==> src/rtl/ste_pkg.sv <==
`default_nettype none

package ste_pkg;

    localparam logic ACT_BEGIN = 1'b0;
    localparam logic ACT_PIECE = 1'b1;

    localparam logic [1:0] DPLC_NONE = 2'd0;
    localparam logic [1:0] DPLC_ONE  = 2'd1;
    localparam logic [1:0] DPLC_MANY = 2'd2;

    localparam int ATTR_PAL_LO = 13;
    localparam int ATTR_HFLIP  = 11;
    localparam int ATTR_VFLIP  = 12;
    localparam int TILE_SHIFT  = 3;

    typedef enum logic [0:0] {
        WALK_IDLE,
        WALK_EMIT
    } walk_state_t;

    typedef struct packed {
        logic        action;
        logic [7:0]  entry_count;
        logic [15:0] dplc_word;
        logic [11:0] x_origin;
        logic [11:0] y_origin;
        logic [3:0]  palette_base;
        logic [7:0]  piece_y;
        logic [3:0]  size_code;
        logic [15:0] attr_word;
        logic [7:0]  piece_x;
    } in_t;

    typedef struct packed {
        logic [12:0] tile_index;
        logic        tile_valid;
        logic [12:0] pos_x;
        logic [12:0] pos_y;
        logic [4:0]  palette;
        logic [1:0]  flip_flags;
        logic        last;
    } out_t;

    // Everything about the piece that stays fixed while its tiles are walked.
    typedef struct packed {
        logic [12:0] left;
        logic [12:0] top;
        logic [11:0] base;
        logic        valid;
        logic [4:0]  palette;
        logic [1:0]  flags;
        logic [1:0]  cols_m1;
        logic [1:0]  rows_m1;
    } ctx_t;

    typedef struct packed {
        logic       busy;
        logic       emit;
        logic [1:0] col;
        logic [1:0] row;
        logic [3:0] n;
        logic       last;
    } walk_t;

endpackage

`default_nettype wire

==> src/rtl/ste_walk.sv <==
`default_nettype none

module ste_walk
    import ste_pkg::*;
(
    input  wire logic       aclk,
    input  wire logic       aresetn,
    input  wire logic       start,
    input  wire logic       hold,
    input  wire logic [1:0] cols_m1,
    input  wire logic [1:0] rows_m1,
    input  wire logic [1:0] flags,
    output walk_t           walk
);

    walk_state_t state_reg, state_next;
    logic [1:0]  c_reg, c_next;
    logic [1:0]  r_reg, r_next;
    logic [3:0]  n_reg, n_next;
    logic        emit;
    logic        at_end;

    assign emit   = (state_reg == WALK_EMIT) && !hold;
    assign at_end = (c_reg == cols_m1) && (r_reg == rows_m1);

    always_comb begin
        state_next = state_reg;
        unique case (state_reg)
            WALK_IDLE: begin
                if (start) begin
                    state_next = WALK_EMIT;
                end
            end
            WALK_EMIT: begin
                if (emit && at_end) begin
                    state_next = WALK_IDLE;
                end
            end
            default: state_next = WALK_IDLE;
        endcase
    end

    always_comb begin
        walk.busy = (state_reg != WALK_IDLE);
        walk.emit = emit;
        // Flips reverse the visiting order but not the tile numbering.
        walk.col  = flags[0] ? (cols_m1 - c_reg) : c_reg;
        walk.row  = flags[1] ? (rows_m1 - r_reg) : r_reg;
        walk.n    = n_reg;
        walk.last = at_end;
    end

    always_comb begin
        c_next = c_reg;
        r_next = r_reg;
        n_next = n_reg;
        if (start) begin
            c_next = 2'd0;
            r_next = 2'd0;
            n_next = 4'd0;
        end else if (emit) begin
            n_next = n_reg + 4'd1;
            if (r_reg == rows_m1) begin
                r_next = 2'd0;
                c_next = c_reg + 2'd1;
            end else begin
                r_next = r_reg + 2'd1;
            end
        end
    end

    always_ff @(posedge aclk) begin
        if (!aresetn) begin
            state_reg <= WALK_IDLE;
            c_reg     <= 2'd0;
            r_reg     <= 2'd0;
            n_reg     <= 4'd0;
        end else begin
            state_reg <= state_next;
            c_reg     <= c_next;
            r_reg     <= r_next;
            n_reg     <= n_next;
        end
    end

endmodule

`default_nettype wire

==> src/rtl/ste_place.sv <==
`default_nettype none

module ste_place
    import ste_pkg::*;
(
    input  wire ctx_t  ctx,
    input  wire walk_t walk,
    output out_t       tile
);

    logic [12:0] col_off;
    logic [12:0] row_off;

    assign col_off = {8'd0, walk.col, {TILE_SHIFT{1'b0}}};
    assign row_off = {8'd0, walk.row, {TILE_SHIFT{1'b0}}};

    always_comb begin
        tile.tile_index = ctx.valid ? ({1'b0, ctx.base} + {9'd0, walk.n}) : 13'd0;
        tile.tile_valid = ctx.valid;
        tile.pos_x      = ctx.left + col_off;
        tile.pos_y      = ctx.top + row_off;
        tile.palette    = ctx.palette;
        tile.flip_flags = ctx.flags;
        tile.last       = walk.last;
    end

endmodule

`default_nettype wire

==> src/rtl/sprite_mapping_tile_expander.sv <==
// Sprite mapping tile expander.
// Input channel s_*: a begin beat (action 0) latches the sprite origin, palette
// base, DPLC entry count and fixed DPLC word; it yields no output. A piece beat
// (action 1) is expanded into one 8x8 tile placement per tile of the piece,
// column by column, rows within a column, with the tile index rising by one.
// Output channel m_*: one beat per tile; last marks the final tile of a piece.
// Flow: a begin beat does not block the input. A piece beat keeps s_ready low
// until the column/row walker, which places one tile per cycle while m_ready
// does not stall it, has issued its last tile. The first tile reaches m_data
// through the walker state register and then the result register.
// Stall: the result register holds its beat while m_ready is low and the
// walker pauses; no tile is dropped or repeated.
// Reset: aresetn is synchronous, active low. It clears the sprite state to no
// DPLC entries, so pieces seen before any begin beat give invalid tiles with
// tile index zero.
`default_nettype none

module sprite_mapping_tile_expander
    import ste_pkg::*;
(
    input  wire logic aclk,
    input  wire logic aresetn,
    input  wire logic s_valid,
    output logic      s_ready,
    input  wire in_t  s_data,
    output logic      m_valid,
    input  wire logic m_ready,
    output out_t      m_data
);

    logic [1:0]  dplc_mode_reg, dplc_mode_next;
    logic [11:0] fixed_tile_reg, fixed_tile_next;
    logic [11:0] origin_x_reg, origin_x_next;
    logic [11:0] origin_y_reg, origin_y_next;
    logic [3:0]  pal_base_reg, pal_base_next;
    ctx_t        ctx_reg, ctx_next;
    logic        m_valid_reg, m_valid_next;
    out_t        m_data_reg, m_data_next;

    walk_t       walk;
    out_t        tile;
    logic        accept;
    logic        start;
    logic        hold;

    assign s_ready = !walk.busy;
    assign accept  = s_valid && s_ready;
    assign start   = accept && (s_data.action == ACT_PIECE);
    assign hold    = m_valid_reg && !m_ready;

    ste_walk u_walk (
        .aclk    (aclk),
        .aresetn (aresetn),
        .start   (start),
        .hold    (hold),
        .cols_m1 (ctx_reg.cols_m1),
        .rows_m1 (ctx_reg.rows_m1),
        .flags   (ctx_reg.flags),
        .walk    (walk)
    );

    ste_place u_place (
        .ctx  (ctx_reg),
        .walk (walk),
        .tile (tile)
    );

    always_comb begin
        dplc_mode_next  = dplc_mode_reg;
        fixed_tile_next = fixed_tile_reg;
        origin_x_next   = origin_x_reg;
        origin_y_next   = origin_y_reg;
        pal_base_next   = pal_base_reg;
        if (accept && (s_data.action == ACT_BEGIN)) begin
            if (s_data.entry_count == 8'd0) begin
                dplc_mode_next = DPLC_NONE;
            end else if (s_data.entry_count == 8'd1) begin
                dplc_mode_next = DPLC_ONE;
            end else begin
                dplc_mode_next = DPLC_MANY;
            end
            fixed_tile_next = s_data.dplc_word[11:0];
            origin_x_next   = s_data.x_origin;
            origin_y_next   = s_data.y_origin;
            pal_base_next   = s_data.palette_base;
        end
    end

    always_comb begin
        ctx_next = ctx_reg;
        if (start) begin
            ctx_next.left    = {origin_x_reg[11], origin_x_reg}
                             + {{5{s_data.piece_x[7]}}, s_data.piece_x};
            ctx_next.top     = {origin_y_reg[11], origin_y_reg}
                             + {{5{s_data.piece_y[7]}}, s_data.piece_y};
            ctx_next.base    = (dplc_mode_reg == DPLC_MANY) ? s_data.dplc_word[11:0]
                                                            : fixed_tile_reg;
            ctx_next.valid   = (dplc_mode_reg != DPLC_NONE);
            ctx_next.palette = {3'd0, s_data.attr_word[ATTR_PAL_LO+1:ATTR_PAL_LO]}
                             + {1'b0, pal_base_reg};
            ctx_next.flags   = {s_data.attr_word[ATTR_VFLIP], s_data.attr_word[ATTR_HFLIP]};
            ctx_next.cols_m1 = s_data.size_code[3:2];
            ctx_next.rows_m1 = s_data.size_code[1:0];
        end
    end

    always_comb begin
        m_data_next  = m_data_reg;
        m_valid_next = m_valid_reg && !m_ready;
        if (walk.emit) begin
            m_data_next  = tile;
            m_valid_next = 1'b1;
        end
    end

    always_ff @(posedge aclk) begin
        if (!aresetn) begin
            dplc_mode_reg  <= DPLC_NONE;
            fixed_tile_reg <= 12'd0;
            origin_x_reg   <= 12'd0;
            origin_y_reg   <= 12'd0;
            pal_base_reg   <= 4'd0;
            m_valid_reg    <= 1'b0;
        end else begin
            dplc_mode_reg  <= dplc_mode_next;
            fixed_tile_reg <= fixed_tile_next;
            origin_x_reg   <= origin_x_next;
            origin_y_reg   <= origin_y_next;
            pal_base_reg   <= pal_base_next;
            m_valid_reg    <= m_valid_next;
        end
    end

    always_ff @(posedge aclk) begin
        ctx_reg    <= ctx_next;
        m_data_reg <= m_data_next;
    end

    assign m_valid = m_valid_reg;
    assign m_data  = m_data_reg;

    // A piece beat always occupies the walker in the following cycle.
    a_piece_blocks: assert property (@(posedge aclk) disable iff (!aresetn)
        start |=> !s_ready)
        else $error("piece accepted but input still ready");

    // After the final tile of a piece is issued, the input reopens.
    a_last_frees: assert property (@(posedge aclk) disable iff (!aresetn)
        (walk.emit && walk.last) |=> s_ready)
        else $error("walker still busy after final tile");

    // Invalid tiles always carry tile index zero.
    a_invalid_zero: assert property (@(posedge aclk) disable iff (!aresetn)
        m_valid |-> (m_data.tile_valid || (m_data.tile_index == 13'd0)))
        else $error("invalid tile with nonzero index");

    // The walker never issues a tile into a stalled result register.
    a_no_overrun: assert property (@(posedge aclk) disable iff (!aresetn)
        (m_valid && !m_ready) |-> !walk.emit)
        else $error("tile issued while output stalled");

endmodule

`default_nettype wire
==> config.mk <==
export PLATFORM = sky130hd
export DESIGN_NAME = sprite_mapping_tile_expander
export DESIGN_NICKNAME = d
export VERILOG_FILES = /design/src/rtl/ste_pkg.sv /design/src/rtl/ste_walk.sv /design/src/rtl/ste_place.sv /design/src/rtl/sprite_mapping_tile_expander.sv
export SDC_FILE = /design/constraint.sdc
export NUM_CORES = 1
export LEC_CHECK = 0
export ABC_AREA = 1
export BUFFER_PORTS_ARGS = -buffer_cell sky130_fd_sc_hd__buf_2
export CORE_MARGIN = 1.5
export CORE_UTILIZATION = 50
export DETAILED_ROUTE_END_ITERATION = 6
export GPL_TIMING_DRIVEN = 0
export PLACE_DENSITY = 0.73
export SYNTH_ARGS = -nofsm -noshare
export SYNTH_HDL_FRONTEND = slang
export SYNTH_SLANG_ARGS = --single-unit
==> constraint.sdc <==
create_clock -name aclk -period 6.35 [get_ports aclk]
set_input_delay 1.5875 -clock aclk [delete_from_list [all_inputs] [get_ports aclk]]
set_output_delay 1.5875 -clock aclk [all_outputs]
set_load 0.01 [all_outputs]
* After elaboration in Yosys (flattened, before gate mapping)
Cells that the tools add are included.
** Word-level totals
- Word-level logic and storage cells :: 67
- Bits in registers :: 150
- Bits of input ports :: 93
- Output and inout bits :: 50
** Cells by class
- Reduce and logical (&&, ||, !) cells :: 14
- Bitwise operators :: 3
- Multiplexer cells :: 10
- Add/subtract/negate cells :: 11
- Equal/unequal tests :: 4
** Operators by type and width (count)
- 12-bit by 8-bit adder with 13-bit output :: 2
- 13-bit by 5-bit adder with 13-bit output :: 2
- 12-bit by 4-bit adder with 13-bit output :: 1
- 12-bit two-way mux :: 1
- 2-bit two-way mux :: 5
- 8-bit by 1-bit equality test with 1-bit output, second input constant :: 1
- 8-bit zero test :: 1
- 1-bit logical AND :: 7
- 2-bit by 4-bit adder with 5-bit output :: 1
- 2-bit by 1-bit adder with 2-bit output, second input constant :: 2
- 4-bit by 1-bit adder with 4-bit output, second input constant :: 1
- 2-bit equality test :: 2
- 2-bit subtractor :: 2
- 1-bit zero test :: 3
- 1-bit two-way mux :: 3
- 1-bit NOT :: 3
- 2-bit equality test, second input constant :: 1
- 1-bit one-hot mux with 2 select lines :: 1
- 2-bit AND reduction :: 1
- 2-bit nonzero test :: 1
- 2-bit OR reduction :: 1

* Depth between registers and ports, before layout
- Depth after elaboration :: 7
- Depth in mapped cells :: 13
- Depth with buffers taken out :: 13

* By module
Synthesis repeated with hierarchy kept, for this count alone.
** Second synthesis, totals
- Cell total of the unflattened synthesis :: 846
- Area total of the unflattened synthesis :: 7626.1 um2
** By module, submodules not included
- sprite_mapping_tile_expander :: instances 1, sequential area each 3803.6 um2, cells each 603, area an instance 6100.9 um2
- ste_place :: instances 1, sequential area each 0.0 um2, cells each 160, area an instance 957.2 um2
- ste_walk :: instances 1, sequential area each 180.2 um2, cells each 83, area an instance 568.0 um2

* Least setup slack after synthesis
No wires, ideal clock.
- Path type :: input to register
- Start point :: input s_data[88] (netlist name)
- End point :: register ctx_reg[0] (netlist name) (enable)
- Buffers on the path :: 0
- Data arrival time :: 2.660 ns
- Setup time :: 0.404 ns
- Required time :: 5.946 ns
- Cell stages on the path :: 2
- Slack :: 3.286 ns
- Path through :: nand3_2 -> inv_1
** On the way
- Cells in the longest elaborated chain, start to end :: 1
** Ends and longest elaborated chain
- from (decl) :: line sprite_mapping_tile_expander.sv:25 : input wire in_t s_data,
- 1-bit logical AND :: line sprite_mapping_tile_expander.sv:48 : assign start = accept && (s_data.action == ACT_PIECE);
- named net start :: line sprite_mapping_tile_expander.sv:43 : logic start;
- to (signal assigned) :: line sprite_mapping_tile_expander.sv:135 : ctx_reg <= ctx_next;
- to (decl) :: line sprite_mapping_tile_expander.sv:36 : ctx_t ctx_reg, ctx_next;
The timed path passes the listed nets, and every way through them passes these cells.
A chain may end at the register's enable or synchronous reset.

==> results.py <==
metrics = {
    "status": {
        "status": "completed",
    },
    "setup_path": {
        "r2r_end": "m_data[32]",
        "path_buf_inv": 3,
        "crit_top_cell": "nand2_1",
        "critPathTopFamily": "buffers and inverters",
        "r2r_cells": 11,
        "r2r_setup_slack_ns": 3.95,
        "cp.required_ns": 6.66,
        "crit_arrival_ns": 3.26,
        "slowest_delay_ns": 0.88,
        "r2r_start": "u_walk.c_reg[0]",
        "path_max_fanout": 55,
        "endpoint_kind": "flip-flop",
        "crit_slowest_cell": "inv_2",
        "cp-start-kind": "input port",
        "critical_path_class": "in2reg",
        "cp_cell_sequence": "buf_2 -> inv_1 -> nand2_1 -> nand2_1 -> inv_2 -> nand2_1 -> xor2_1 -> nor2_1",
    },
    "clock_network": {
        "clock_path_buffers": 2,
        "clkLatencyLatePin_ns": 0.41,
        "cts_buffers": 17,
        "clkSinkCount": 150,
        "cts_tree": "yes",
        "cts_root_buf": "clkbuf_16",
        "cts_resized": 0,
        "postCtsHoldBufs": 0,
        "path_clk_slew_ns": 0.06,
        "cts_htree_levels": 4,
        "cts_setup_buffers": 0,
    },
    "sta": {
        "min_period_ns": 2.95,
        "rsz0062_at_grt": "no",
        "fin_skew_ns": 0.00779,
        "fmax_ghz": 0.339,
        "maxSlewViolCount": 0,
        "setup-tns-final_ns": 0,
        "hold_viol_final": 0,
        "period_share": 0.465,
        "setup_violations": 0,
        "relSlewSlack": 0.187,
        "worst_pin_slew_ns": 1.22,
    },
    "synth": {
        "synth_cells": 807,
        "synth_area_leaders": "edfxtp_1 (40%), dfxtp_1 (14%), nand2_1 (8.1%)",
        "synth_nets": 943,
        "synth_top_area_share": 0.399,
        "syn_area_um2": 7380,
        "synth-main-ff-cell": "edfxtp_1",
        "synthArstFlopShare": 0,
        "synth_cell_types": 36,
        "yosysWarnings": 0,
        "ys_seq_area_frac": 0.540,
        "synth-edff-count": 98,
        "syn-mean-instance-area_um2": 9.15,
        "synth-seq-cells": 150,
        "yosysTopAreaCell": "edfxtp_1",
    },
    "global_routing": {
        "grt_overflow": 0,
        "grt_pass1_vias": 5554,
        "grt_max_degree": 56,
        "grt_use_total": 0.210,
        "grt_pass1_wl_um": 25900,
        "antenna_found_initial": 1,
    },
    "route": {
        "drc_errors": 0,
        "antenna_left": 0,
        "wirelength_um": 15300,
        "vias": 5730,
        "post_drt_wl_per_cell_um": 13.3,
        "first_pass_iters": 5,
        "drt-initial-drc-count": 419,
        "vias_per_cell": 4.98,
    },
    "layout": {
        "sequential_cell_area_um2": 3980,
        "fill_cells": 1227,
        "final_cells": 1150,
        "largest_reg_flops": 50,
        "drive_above_1_share": 0.181,
        "multi_input_area_um2": 2920,
        "area_growth_pct": 19.8,
        "utilization": 0.611,
        "nNetsFinal": 1089,
    },
    "floorplan": {
        "die_y_um": 125,
        "boundaryPins": 143,
        "initial_core_util": 0.510,
        "core_area_um2": 14500,
        "num_rows": 44,
        "die_area_um2": 15500,
        "die_width_um": 125,
    },
    "power_and_ir_drop": {
        "power_leakage_nw": 4.04,
        "peakVddDrop_mv": 0.165,
        "power.density_nw_per_um2": 275,
        "power_mw": 2.43,
    },
    "hold_path": {
        "min_from": "ctx_reg[25]",
        "holdPathEnd": "m_data[9]",
        "holdPathStages": 0,
        "hp-class": "reg2reg",
    },
    "placed_design": {
        "globalplace.congestion": 0.887,
        "hpwl_um": 11400,
        "placed_cells_incl_taps": 1118,
        "io_buffers": 126,
    },
    "flow_run": {
        "maxCapViolations": 0,
    },
}
-- routing by layer --
layer  up-vias  share of wire  wire, um  track usage
li1       2972              -         -            -
met1      2590           0.46      7020        0.275
met2       156           0.47      7230        0.350
met3        12          0.056       849       0.0438
met4         0          0.010       160       0.0669
met5         -              0         0            0
-- area by class of cell --
class                           count  area share
Sequential cell                   150       0.450
Inverter                           96      0.0407
Multi-Input combinational cell    545       0.330
Clock inverter                      7     0.00764
Antenna cell                        1    0.000283
Tap cell                          184      0.0260
Buffer                             16      0.0132
Clock buffer                       24      0.0581
Timing Repair Buffer              127      0.0735
-- how the worst max path moves through the flow --
stage                    start               to  cells after the start
floorplan           s_data[88]       ctx_reg[0]                      2
global placement    s_data[88]      ctx_reg[36]                      3
detailed placement     m_ready  u_walk.r_reg[0]                      8
CTS                    m_ready  u_walk.r_reg[0]                      8
global route           m_ready  u_walk.r_reg[0]                      8
finish                 m_ready  u_walk.r_reg[1]                      8
-- metrics by stage --
stage                     hold WS, ns  area, um2  setup WS [ns]
after floorplan                 0.400       7380           3.29
after global placement          0.403       8240           2.68
after detailed placement        0.405       8260           2.91
after CTS                       0.415       8850           3.33
after global routing            0.423       8850           3.15
final                           0.416       8850           3.40
-- report_power, final --
part / internal (mW) / leakage, nW / switching [mW]
Combinational: 0.119 / 2.41 / 0.187
Sequential: 1.12 / 1.34 / 0.0291
Clock: 0.604 / 0.288 / 0.376
Total: 1.84 / 4.04 / 0.592
-- cell usage after synthesis, types with 6 or more instances --
cell	count
nand2_1	159
nor2_1	121
edfxtp_1	98
inv_1	93
a21oi_1	64
dfxtp_1	52
o21ai_0	50
nand3_1	42
ha_1	37
xnor2_1	17
xor2_1	15
nand4_1	11
buf_6	6
fa_1	6
-- placed cells by master (no fill, tap or decap), drive strengths merged --
master,instances
nand2,160
buf,138
nor2,122
edfxtp,98
inv,97
a21oi,64
dfxtp,52
o21ai,51
nand3,43
ha,37
clkbuf,29
xnor2,17
xor2,15
nand4,11
fa,6
or2,5
clkinv,5
nor3,4
a31oi,3
diode,1
a21o,1
nor3b,1
nor2b,1
and2,1
a21boi,1
and3b,1
or3,1
bufinv,1
-- kinds of logic (layout without fill, tap and decap cells) --
family | Yosys count | in the layout | share of synthesized area
simple gates | 350 | 350 | 0.196
fa+ha+maj | 43 | 43 | 0.0790
buf+inv | 112 | 270 | 0.0646
flops | 150 | 150 | 0.540
other cells | 0 | 1 | 0
compound gates | 120 | 120 | 0.0834
xor+xnor | 32 | 32 | 0.0380
Power figures use the tool's default switching activity.
